File: src/rtl/core/rgbhsv_pkg.sv
// ----------------------------------------------------------------------------
// rgbhsv_pkg
// shared types, constants and helpers of the rgb to hsv converter
// ----------------------------------------------------------------------------
package rgbhsv_pkg;

  // hue geometry, degrees
  localparam int unsigned HUE_SECTOR = 60;
  localparam int unsigned HUE_GREEN  = 120;
  localparam int unsigned HUE_BLUE   = 240;
  localparam int unsigned HUE_FULL   = 360;
  localparam int unsigned CHAN_MAX   = 255;

  // divider: 16-bit dividend, 8-bit divisor, 8-bit quotient
  localparam int unsigned QUOT_W         = 8;
  localparam int unsigned DIV_STEPS      = 2;
  localparam int unsigned DIV_STAGES     = QUOT_W / DIV_STEPS;

  // pipeline stage positions
  localparam int unsigned ST_PIX   = 0;
  localparam int unsigned ST_PRE   = 1;
  localparam int unsigned ST_INIT  = 2;
  localparam int unsigned ST_DIV0  = 3;
  localparam int unsigned ST_OUT   = ST_DIV0 + DIV_STAGES;
  localparam int unsigned ST_DEPTH = ST_OUT + 1;

  typedef enum logic [1:0] {
    BASE_RED,
    BASE_GREEN,
    BASE_BLUE
  } hue_base_e;

  typedef struct packed {
    logic [7:0] red;
    logic [7:0] green;
    logic [7:0] blue;
    logic [7:0] alpha;
  } pix_t;

  // per-pixel data that rides alongside the divider
  typedef struct packed {
    logic [7:0] mx;
    logic       gray;
    logic       neg;
    hue_base_e  base;
    logic [7:0] alpha;
  } side_t;

  typedef struct packed {
    side_t      side;
    logic [7:0] delta;
    logic [7:0] abs_diff;
  } pre_t;

  // restoring divider state
  typedef struct packed {
    logic [7:0] p;   // partial remainder
    logic [7:0] lo;  // dividend bits still to shift in
    logic [7:0] q;   // quotient so far
    logic [7:0] d;   // divisor
  } div_t;

  typedef struct packed {
    side_t side;
    div_t  hdiv;
    div_t  sdiv;
  } stage_t;

  function automatic logic [9:0] hue_base(hue_base_e b);
    logic [9:0] v;
    unique case (b)
      BASE_RED:   v = 10'd0;
      BASE_GREEN: v = 10'(HUE_GREEN);
      BASE_BLUE:  v = 10'(HUE_BLUE);
      default:    v = 10'd0;
    endcase
    return v;
  endfunction

endpackage

File: src/rtl/core/rgbhsv_if.sv
// ----------------------------------------------------------------------------
// rgbhsv_pix_if / rgbhsv_hsv_if
// valid/ready channels for rgba pixels in and hsva words out
// ----------------------------------------------------------------------------
interface rgbhsv_pix_if;
  logic       valid;
  logic       ready;
  logic [7:0] red;
  logic [7:0] green;
  logic [7:0] blue;
  logic [7:0] alpha;

  modport source (output valid, red, green, blue, alpha, input ready);
  modport sink   (input valid, red, green, blue, alpha, output ready);
endinterface

interface rgbhsv_hsv_if;
  logic       valid;
  logic       ready;
  logic [8:0] hue;
  logic [7:0] saturation;
  logic [7:0] value;
  logic [7:0] alpha_out;

  modport source (output valid, hue, saturation, value, alpha_out, input ready);
  modport sink   (input valid, hue, saturation, value, alpha_out, output ready);
endinterface

File: src/rtl/core/rgbhsv_div_step.sv
// ----------------------------------------------------------------------------
// rgbhsv_div_step
// restoring division, a fixed number of quotient bits per pass
// ----------------------------------------------------------------------------
module rgbhsv_div_step
  import rgbhsv_pkg::*;
(
  input  div_t a_i,
  output div_t y_o
);

  always_comb begin
    div_t       t;
    logic [8:0] trial;
    t = a_i;
    for (int i = 0; i < DIV_STEPS; i++) begin
      trial = {t.p, t.lo[7]};
      t.lo  = {t.lo[6:0], 1'b0};
      if (trial >= {1'b0, t.d}) begin
        t.p = 8'(trial - {1'b0, t.d});
        t.q = {t.q[6:0], 1'b1};
      end else begin
        t.p = trial[7:0];
        t.q = {t.q[6:0], 1'b0};
      end
    end
    y_o = t;
  end

endmodule

File: src/rtl/core/rgb_to_hsv_convert_core.sv
// ----------------------------------------------------------------------------
// rgb_to_hsv_convert_core
// pipelined rgba to hsva pixel converter
// ----------------------------------------------------------------------------
//
//  channel  dir  modport  word
//  -------  ---  -------  -----------------------------------------
//  pix_i    in   sink     red, green, blue, alpha (8 bits each)
//  hsv_o    out  source   hue (9), saturation (8), value (8), alpha_out (8)
//
//  one pixel per clock sustained while hsv_o.ready stays high
//  pipeline depth is set by the two dividers (hue and saturation), four stages of
//  two quotient bits each, plus input, min/max, setup and output stages
//  each stage has its own valid bit and holds while the one ahead is full,
//  so bubbles close up and a stall drops or repeats nothing
//  rst_ni clears only the valid bits
//
module rgb_to_hsv_convert_core
  import rgbhsv_pkg::*;
(
  input  logic       clk_i,
  input  logic       rst_ni,
  rgbhsv_pix_if.sink   pix_i,
  rgbhsv_hsv_if.source hsv_o
);

  // --------------------------------------------------------------------------
  // pipeline flow control
  // --------------------------------------------------------------------------
  logic [ST_DEPTH-1:0] vld_q;
  logic [ST_DEPTH:0]   rdy;

  // a stage may load when it is empty or the stage ahead is loading
  always_comb begin
    rdy[ST_DEPTH] = hsv_o.ready;
    for (int k = ST_DEPTH - 1; k >= 0; k--) begin
      rdy[k] = !vld_q[k] || rdy[k+1];
    end
  end

  always_ff @(posedge clk_i or negedge rst_ni) begin
    if (!rst_ni) begin
      vld_q <= '0;
    end else begin
      if (rdy[ST_PIX]) begin
        vld_q[ST_PIX] <= pix_i.valid;
      end
      for (int k = 1; k < ST_DEPTH; k++) begin
        if (rdy[k]) begin
          vld_q[k] <= vld_q[k-1];
        end
      end
    end
  end

  assign pix_i.ready = rdy[ST_PIX];

  // --------------------------------------------------------------------------
  // stage 0: input register
  // --------------------------------------------------------------------------
  pix_t pix_q;

  always_ff @(posedge clk_i) begin
    if (rdy[ST_PIX]) begin
      pix_q <= '{red: pix_i.red, green: pix_i.green, blue: pix_i.blue, alpha: pix_i.alpha};
    end
  end

  // --------------------------------------------------------------------------
  // stage 1: max, min, branch pick and signed channel difference
  // --------------------------------------------------------------------------
  pre_t pre_d, pre_q;

  always_comb begin
    logic [7:0] mx, mn;
    logic [8:0] diff;
    mx = pix_q.red;
    mn = pix_q.red;
    if (pix_q.green > mx) mx = pix_q.green;
    if (pix_q.blue  > mx) mx = pix_q.blue;
    if (pix_q.green < mn) mn = pix_q.green;
    if (pix_q.blue  < mn) mn = pix_q.blue;

    // red wins every tie, green wins ties with blue
    priority if (pix_q.red == mx) begin
      pre_d.side.base = BASE_RED;
      diff = {1'b0, pix_q.green} - {1'b0, pix_q.blue};
    end else if (pix_q.green == mx) begin
      pre_d.side.base = BASE_GREEN;
      diff = {1'b0, pix_q.blue} - {1'b0, pix_q.red};
    end else begin
      pre_d.side.base = BASE_BLUE;
      diff = {1'b0, pix_q.red} - {1'b0, pix_q.green};
    end

    pre_d.side.mx    = mx;
    pre_d.side.alpha = pix_q.alpha;
    pre_d.delta      = mx - mn;
    pre_d.side.gray  = (mx == mn);
    pre_d.side.neg   = diff[8];
    pre_d.abs_diff   = diff[8] ? 8'(-diff) : diff[7:0];
  end

  always_ff @(posedge clk_i) begin
    if (rdy[ST_PRE]) begin
      pre_q <= pre_d;
    end
  end

  // --------------------------------------------------------------------------
  // stage 2: dividends and divider setup
  // hue: 60 * |diff| / delta, saturation: delta * 255 / max
  // both quotients fit 8 bits since |diff| <= delta <= max
  // --------------------------------------------------------------------------
  stage_t init_d, init_q;

  always_comb begin
    logic [15:0] hnum, snum;
    hnum = 16'(16'(pre_q.abs_diff) * 16'(HUE_SECTOR));
    snum = 16'(16'(pre_q.delta) * 16'(CHAN_MAX));

    init_d.side    = pre_q.side;
    init_d.hdiv.p  = hnum[15:8];
    init_d.hdiv.lo = hnum[7:0];
    init_d.hdiv.q  = '0;
    init_d.hdiv.d  = pre_q.delta;
    init_d.sdiv.p  = snum[15:8];
    init_d.sdiv.lo = snum[7:0];
    init_d.sdiv.q  = '0;
    init_d.sdiv.d  = pre_q.side.mx;
  end

  always_ff @(posedge clk_i) begin
    if (rdy[ST_INIT]) begin
      init_q <= init_d;
    end
  end

  // --------------------------------------------------------------------------
  // divider stages
  // --------------------------------------------------------------------------
  stage_t div_in  [DIV_STAGES];
  stage_t div_out [DIV_STAGES];
  stage_t div_q   [DIV_STAGES];

  for (genvar j = 0; j < DIV_STAGES; j++) begin : g_div
    if (j == 0) begin : g_first
      assign div_in[j] = init_q;
    end else begin : g_next
      assign div_in[j] = div_q[j-1];
    end

    assign div_out[j].side = div_in[j].side;

    rgbhsv_div_step u_hue_step (
      .a_i (div_in[j].hdiv),
      .y_o (div_out[j].hdiv)
    );

    rgbhsv_div_step u_sat_step (
      .a_i (div_in[j].sdiv),
      .y_o (div_out[j].sdiv)
    );

    always_ff @(posedge clk_i) begin
      if (rdy[ST_DIV0 + j]) begin
        div_q[j] <= div_out[j];
      end
    end
  end

  // --------------------------------------------------------------------------
  // output stage: ceiling, sector offset, wrap, black and gray cases
  // --------------------------------------------------------------------------
  stage_t     last;
  logic [8:0] hue_d, hue_q;
  logic [7:0] sat_d, sat_q;
  logic [7:0] val_q, alpha_q;

  assign last = div_q[DIV_STAGES-1];

  always_comb begin
    logic [9:0] mag, h;
    logic       inexact;
    mag     = {2'b00, last.hdiv.q};
    inexact = (last.hdiv.p != 8'd0);
    // ceiling rounds a positive quotient up, a negative one toward zero
    if (last.side.neg) begin
      h = hue_base(last.side.base) - mag;
    end else begin
      h = hue_base(last.side.base) + mag + {9'd0, inexact};
    end
    if (h[9]) begin
      h = h + 10'(HUE_FULL);
    end
    hue_d = last.side.gray ? 9'd0 : h[8:0];
    sat_d = (last.side.mx == 8'd0) ? 8'd0 : last.sdiv.q;
  end

  always_ff @(posedge clk_i) begin
    if (rdy[ST_OUT]) begin
      hue_q   <= hue_d;
      sat_q   <= sat_d;
      val_q   <= last.side.mx;
      alpha_q <= last.side.alpha;
    end
  end

  assign hsv_o.valid      = vld_q[ST_OUT];
  assign hsv_o.hue        = hue_q;
  assign hsv_o.saturation = sat_q;
  assign hsv_o.value      = val_q;
  assign hsv_o.alpha_out  = alpha_q;

  // --------------------------------------------------------------------------
  // assertions
  // --------------------------------------------------------------------------

  // hue always wrapped into one turn
  a_hue_range : assert property (@(posedge clk_i) disable iff (!rst_ni)
    hsv_o.valid |-> (hsv_o.hue < 9'(HUE_FULL)))
    else $error("hue out of range");

  // black pixel gives zero hue and zero saturation
  a_black : assert property (@(posedge clk_i) disable iff (!rst_ni)
    (hsv_o.valid && hsv_o.value == 8'd0) |-> (hsv_o.hue == 9'd0 && hsv_o.saturation == 8'd0))
    else $error("black pixel with nonzero hue or saturation");

  // divider setup keeps the saturation partial remainder below its divisor, the hue one at most its divisor
  a_div_setup : assert property (@(posedge clk_i) disable iff (!rst_ni)
    (vld_q[ST_INIT] && init_q.sdiv.d != 8'd0) |->
      (init_q.sdiv.p < init_q.sdiv.d && init_q.hdiv.p <= init_q.hdiv.d))
    else $error("divider setup overflows quotient width");

  // a full last divider stage is not dropped while the output stalls
  a_div_hold : assert property (@(posedge clk_i) disable iff (!rst_ni)
    (vld_q[ST_OUT-1] && !rdy[ST_OUT]) |=> vld_q[ST_OUT-1])
    else $error("word lost in divider pipeline");

endmodule
File: src/flat_wrapper.sv
// flat-port wrapper written by rule: the top's interface ports become plain ports
module rgb_to_hsv_convert_core_flat import rgbhsv_pkg::*;
  (clk_i, rst_ni, pix_i_valid, pix_i_red, pix_i_green, pix_i_blue, pix_i_alpha, pix_i_ready, hsv_o_valid, hsv_o_hue, hsv_o_saturation, hsv_o_value, hsv_o_alpha_out, hsv_o_ready);
  rgbhsv_pix_if pix_i_i ();
  rgbhsv_hsv_if hsv_o_i ();
  input  logic clk_i;
  input  logic rst_ni;
  input wire logic [$bits(pix_i_i.valid)-1:0] pix_i_valid;
  input wire logic [$bits(pix_i_i.red)-1:0] pix_i_red;
  input wire logic [$bits(pix_i_i.green)-1:0] pix_i_green;
  input wire logic [$bits(pix_i_i.blue)-1:0] pix_i_blue;
  input wire logic [$bits(pix_i_i.alpha)-1:0] pix_i_alpha;
  output wire logic [$bits(pix_i_i.ready)-1:0] pix_i_ready;
  output wire logic [$bits(hsv_o_i.valid)-1:0] hsv_o_valid;
  output wire logic [$bits(hsv_o_i.hue)-1:0] hsv_o_hue;
  output wire logic [$bits(hsv_o_i.saturation)-1:0] hsv_o_saturation;
  output wire logic [$bits(hsv_o_i.value)-1:0] hsv_o_value;
  output wire logic [$bits(hsv_o_i.alpha_out)-1:0] hsv_o_alpha_out;
  input wire logic [$bits(hsv_o_i.ready)-1:0] hsv_o_ready;
  assign pix_i_i.valid = pix_i_valid;
  assign pix_i_i.red = pix_i_red;
  assign pix_i_i.green = pix_i_green;
  assign pix_i_i.blue = pix_i_blue;
  assign pix_i_i.alpha = pix_i_alpha;
  assign pix_i_ready = pix_i_i.ready;
  assign hsv_o_valid = hsv_o_i.valid;
  assign hsv_o_hue = hsv_o_i.hue;
  assign hsv_o_saturation = hsv_o_i.saturation;
  assign hsv_o_value = hsv_o_i.value;
  assign hsv_o_alpha_out = hsv_o_i.alpha_out;
  assign hsv_o_i.ready = hsv_o_ready;
  rgb_to_hsv_convert_core u_core (.clk_i(clk_i), .rst_ni(rst_ni), .pix_i(pix_i_i), .hsv_o(hsv_o_i));
endmodule
File: config.mk
export PLATFORM = sky130hd
export DESIGN_NAME = rgb_to_hsv_convert_core_flat
export DESIGN_NICKNAME = d
export VERILOG_FILES = /design/src/rtl/core/rgbhsv_pkg.sv /design/src/rtl/core/rgbhsv_if.sv /design/src/rtl/core/rgbhsv_div_step.sv /design/src/rtl/core/rgb_to_hsv_convert_core.sv /design/src/flat_wrapper.sv
export SDC_FILE = /design/constraint.sdc
export NUM_CORES = 1
export LEC_CHECK = 0
export BUFFER_PORTS_ARGS = -buffer_cell sky130_fd_sc_hd__buf_2
export CAP_MARGIN = 40
export CORE_ASPECT_RATIO = 0.6
export CORE_UTILIZATION = 56
export CTS_BUF_LIST = sky130_fd_sc_hd__clkbuf_8
export DETAILED_ROUTE_END_ITERATION = 10
export PLACE_DENSITY_LB_ADDON = 0.3
export SLEW_MARGIN = 25
export SYNTH_ARGS = -nofsm -noshare
export SYNTH_HDL_FRONTEND = slang
export SYNTH_HIERARCHICAL = 1
export SYNTH_SLANG_ARGS = --single-unit
export TNS_END_PERCENT = 1
File: constraint.sdc
create_clock -name clk_i -period 13.5 [get_ports clk_i]
set_clock_uncertainty 0.1 [all_clocks]
set_input_delay 2.025 -clock clk_i [delete_from_list [all_inputs] [get_ports clk_i]]
set_output_delay 2.025 -clock clk_i [all_outputs]
set_load 0.1 [all_outputs]
==> impl_metrics.py, run 1 <==
metrics = {
    "status": {
        "status": "complete, no violations",
    },
    "global_routing": {
        "grt-ovfl-total": 0,
        "grt_pass1_wl_um": 90100,
        "grtUsageMet2": 0.341,
        "antenna_found_initial": 2,
        "met3_usage": 0.0468,
        "grt_pass1_vias": 16300,
        "top_usage_layer": "met1",
        "grt_max_degree": 58,
        "track_usage": 0.240,
        "grt_use_met1": 0.378,
    },
    "clock_network": {
        "clkLatencyLatePin_ps": 660,
        "clockBufferDepth": 3,
        "clock-sinks": 412,
        "cts-hold-fix-buffers": 0,
        "cts_buffers": 60,
        "cts_tree": "done",
        "post_cts.repair.setup_buffers": 0,
        "postCtsResizedCells": 0,
        "clk_pin_slew_ps": 70,
        "clock-root-buffer": "clkbuf_8",
        "htree_levels": 2,
    },
    "sta": {
        "whs_ps": 310,
        "slew_violations": 0,
        "worst_slack_ps": 6300,
        "finalSetupTns_ps": 0,
        "hold_viol": 0,
        "finalCritPeriodShare": 0.533,
        "max_slew_margin": 0.477,
        "rsz0062_at_grt": "no",
        "max_freq_mhz": 139,
        "setup_violations": 0,
        "post-route-min-period_ps": 7200,
        "worst_pin_slew_ps": 778,
    },
    "drt": {
        "drcViolationCount": 0,
        "vias": 16600,
        "via_per_inst": 5.77,
        "drtPass1Iterations": 5,
        "routed_wl_um": 57200,
        "wl_per_cell_um": 19.9,
        "ant_nets": 0,
        "drt_iter0_drc": 1642,
    },
    "final_layout": {
        "final_common_cell": "edfxtp_1",
        "area_growth_pct": 6.30,
        "n_fill_cell": 3652,
        "finalInstanceArea_um2": 28200,
        "final_cell_mix": "edfxtp_1, inv_1, ha_1",
        "layout.nets": 2535,
        "drive_above_1_share": 0.140,
    },
    "placement": {
        "dp_slack_ps": 6270,
        "dp_hpwl_um": 44700,
        "place_congestion": 0.936,
        "placed_cell_area_um2": 26900,
        "port_buffers": 70,
    },
    "setup_path": {
        "worstSetupPathType": "reg2reg",
        "end_kind": "flop",
        "cp-start-kind": "flop",
        "cp.required_ps": 13790,
        "cp.arrival_ps": 7480,
        "critPathMaxFanout": 14,
    },
    "yosys": {
        "syn_inst": 2172,
        "avgSynthCellArea_um2": 12.2,
        "ys.warnings.count": 6,
        "synth_area_um2": 26500,
    },
    "die": {
        "die_w_um": 283,
        "start_util": 0.570,
        "rows": 61,
        "die_area_um2": 48300,
        "core_area_um2": 46600,
        "fp.dieH_um": 171,
        "io_pins": 71,
    },
    "job": {
        "maxCapViolations": 0,
    },
    "min_path": {
        "min_path_type": "reg2reg",
    },
}
final timing paths:
path,from,endpoint,slack [ps],cells past startpoint
min in group asynchronous,rst_ni,u_core/vld_q[6]$_DFFE_PN0P_,1120,1
max in group asynchronous,rst_ni,u_core/vld_q[1]$_DFFE_PN0P_,11960,1
min,u_core/div_q[2][9]$_DFFE_PP_,u_core/div_q[3][11]$_DFFE_PP_,310,0
max reg2reg,u_core/pix_q[18]$_DFFE_PP_,u_core/pre_q[1]$_DFFE_PP_,6300,21
max,u_core/pix_q[18]$_DFFE_PP_,u_core/pre_q[1]$_DFFE_PP_,6300,21
min reg2reg,u_core/div_q[2][9]$_DFFE_PP_,u_core/div_q[3][11]$_DFFE_PP_,310,0
critical path, stage by stage (launching register included):
cell and delay (ps):
edfxtp_1 470, inv_1 130, ha_1 390, nand3b_1 220, a211oi_1 590, nor2_1 300, buf_4 250, nand2_1 80
o21ai_0 170, ha_1 240, nor2b_1 150, o21ai_0 130, or4_1 480, o311a_2 160, a21oi_4 450, mux2_2 460
xnor2_1 170, or4_1 630, nor2_2 230, mux2_1 360, a21oi_2 370, mux2_1 370
layer usage:
| layer | vias to the layer above | wire length (um) |
|---|---|---|
| met5 | - | 0 |
| met4 | 0 | 782 |
| met3 | 66 | 4450 |
| met2 | 609 | 23100 |
| met1 | 8012 | 28900 |
| li1 | 7931 | - |
registers in the layout, summed over array words and instances, names as in the netlist:
register / flops
u_core/hsv_o.alpha_out: 8
u_core/div_in: 55
u_core/div_q: 248
u_core/pre_q: 8
u_core/hsv_o.saturation: 8
u_core/vld_q: 8
u_core/hsv_o.hue: 9
u_core/hsv_o.value: 8
u_core/init_d: 28
u_core/pix_q: 32
per-stage QoR:
| step | std cells | utilization |
|---|---|---|
| 2_1_floorplan | 2176 | - |
| 3_3_place_gp | 2760 | 0.576 |
| 3_5_place_dp | 2762 | 0.577 |
| 4_1_cts | 2876 | 0.606 |
| 5_1_grt | 2879 | 0.606 |
| 6_report | 2879 | 0.606 |
layout make-up:
type | instances | area (um^2) | share of cell area
Multi-Input combinational cell | 1368 | 12300 | 0.435
Tap cell | 630 | 788 | 0.0279
Inverter | 273 | 1020 | 0.0363
Timing Repair Buffer | 81 | 448 | 0.0159
Clock buffer | 64 | 881 | 0.0312
Sequential cell | 412 | 12300 | 0.437
Antenna cell | 1 | 2.50 | 0.0000887
Clock inverter | 50 | 467 | 0.0165
Power of run 1 is not shown: default switching activity piles up to over one toggle a cycle in this logic, so the estimate is an artifact.
==> inputs of run 2 (changes only) <==
==> constraint.sdc (replaced) <==
create_clock -name clk_i -period 7.2 [get_ports clk_i]
set_clock_uncertainty 0.1 [all_clocks]
set_input_delay 1.08 -clock clk_i [delete_from_list [all_inputs] [get_ports clk_i]]
set_output_delay 1.08 -clock clk_i [all_outputs]
set_load 0.1 [all_outputs]
==> run 2 against run 1 <==
Against the previous run:
- flip-flop and latch count is the same
- routed wire length grew 1.2%
- critical path type unchanged
- design area grew 0.11%
- sequential share of layout area is essentially flat
- die area is the same
- setup slack lost 5900 ps
- maximum frequency grew 5.7%
- largest cell class unchanged
- final cell count grew 0.31%
- first-iteration DRC count shrank 6.1%
- critical path depth shrank 2
- highest routed layer unchanged
==> impl_metrics.py, run 2 (same netlist as run 1, synthesis figures left out) <==
metrics = {
    "status": {
        "status": "complete, no violations",
    },
    "setup_path": {
        "cp.required_ps": 7500,
        "crit_chain": "inv_1 > ha_1 > and3_1 > a221o_1 > nor2_1 > mux2i_1 > ha_1 > nor2b_1 > o21ai_0 > or4_1 > o311a_2 > a21oi_4 > mux2_4 > xnor2_1 > or4_1 > nor2_2 > mux2_1 > a21oi_2 > mux2_1",
        "end_kind": "flop",
        "crit_path_top_delay_cell": "or4_1",
        "cp.arrival_ps": 7110,
        "worstSetupPathType": "reg2reg",
        "cp-start-kind": "flop",
        "critPathMaxFanout": 10,
        "cpPeakStageDelay_ps": 620,
        "path_buf_inv": 1,
        "cpLargestDelayFamily": "simple AND/OR/NAND/NOR gates",
    },
    "sta": {
        "max_slew_margin": 0.462,
        "worst_pin_slew_ps": 785,
        "post-route-min-period_ps": 6810,
        "max_freq_mhz": 147,
        "slew_violations": 0,
        "setup_violations": 0,
        "hold_viol": 0,
        "finalSetupTns_ps": 0,
        "finalCritPeriodShare": 0.946,
        "whs_ps": 178,
        "rsz0062_at_grt": "no",
    },
    "clock_network": {
        "cts_buffers": 60,
        "postCtsResizedCells": 0,
        "clockBufferDepth": 3,
        "clock-sinks": 412,
        "cts-hold-fix-buffers": 0,
        "clock-root-buffer": "clkbuf_8",
        "post_cts.repair.setup_buffers": 0,
        "htree_levels": 2,
        "clkLatencyLatePin_ps": 650,
        "cts_tree": "done",
        "clk_pin_slew_ps": 70,
    },
    "placement": {
        "port_buffers": 70,
        "place_congestion": 0.913,
        "dp_cells": 2775,
        "dp_hpwl_um": 45100,
    },
    "final_layout": {
        "final_cells": 2888,
        "layout.nets": 2546,
        "top_register": "u_core/div_q",
        "drive_above_1_share": 0.145,
        "area_growth_pct": 6.42,
        "final_util": 0.607,
        "final_common_cell": "edfxtp_1",
        "largest_reg_flops": 248,
        "final_cell_mix": "edfxtp_1, inv_1, ha_1",
    },
    "global_routing": {
        "grt_pass1_vias": 16000,
        "grt-ovfl-total": 0,
        "track_usage": 0.242,
        "grt_use_met1": 0.397,
        "grt_max_degree": 57,
        "top_usage_layer": "met1",
        "grt_pass1_wl_um": 90800,
        "grtUsageMet2": 0.323,
        "antenna_found_initial": 3,
        "met3_usage": 0.0499,
    },
    "die": {
        "io_pins": 71,
        "rows": 61,
        "start_util": 0.570,
        "fp.dieH_um": 171,
        "core_area_um2": 46600,
        "die_area_um2": 48300,
        "die_w_um": 283,
    },
    "drt": {
        "drtPass1Iterations": 5,
        "ant_nets": 0,
        "routed_wl_um": 57900,
        "drcViolationCount": 0,
        "wl_per_cell_um": 20.0,
        "via_per_inst": 5.75,
        "drt_iter0_drc": 1542,
        "vias": 16600,
    },
    "min_path": {
        "min_path_type": "in2async",
    },
    "job": {
        "maxCapViolations": 0,
    },
}
## run 2: cell types whose count changed in the layout (fill, tap and decap cells not counted), sizes merged
cell / before / now
inv: 297 / 291
clkinv: 15 / 21
diode: 1 / 2
clkbuf: 65 / 61
buf: 80 / 92
## run 2: worst paths after layout
check                                      startpoint                            to  slack, ps  cells past startpoint
max reg2reg                u_core/pix_q[21]$_DFFE_PP_     u_core/pre_q[1]$_DFFE_PP_        390                     19
min                                            rst_ni   u_core/vld_q[3]$_DFFE_PN0P_        180                      1
max in group asynchronous                      rst_ni   u_core/vld_q[4]$_DFFE_PN0P_       6630                      1
min in group clk_i         u_core/init_d[2]$_DFFE_PP_  u_core/div_in[254]$_DFFE_PP_        290                      0
min reg2reg                u_core/init_d[2]$_DFFE_PP_  u_core/div_in[254]$_DFFE_PP_        290                      0
max                        u_core/pix_q[21]$_DFFE_PP_     u_core/pre_q[1]$_DFFE_PP_        390                     19
## run 2: layout make-up
class                           count  area (um^2)
Multi-Input combinational cell   1368        12300
Antenna cell                        2         5.00
Inverter                          273         1020
Fill cell                        3653        18300
Tap cell                          630          788
Clock inverter                     50          457
Sequential cell                   412        12300
Clock buffer                       61          840
Timing Repair Buffer               92          528
## run 2: metal layers
layer  part of all wire  routed length, um  vias up
met1               0.52              29800     7955
met2               0.38              22200      615
met4              0.014                813        0
met5                  0                  0        -
li1                   -                  -     7969
met3              0.087               5060       63
## run 2: per-stage QoR
step	setup slack, ps	instance area, um^2
after detailed placement	552	27000
after CTS	536	28200
after global routing	99.6	28300
after global placement	651	26900
after floorplan	27.5	26600
final	391	28300
Power of run 2 is left out for the same reason.
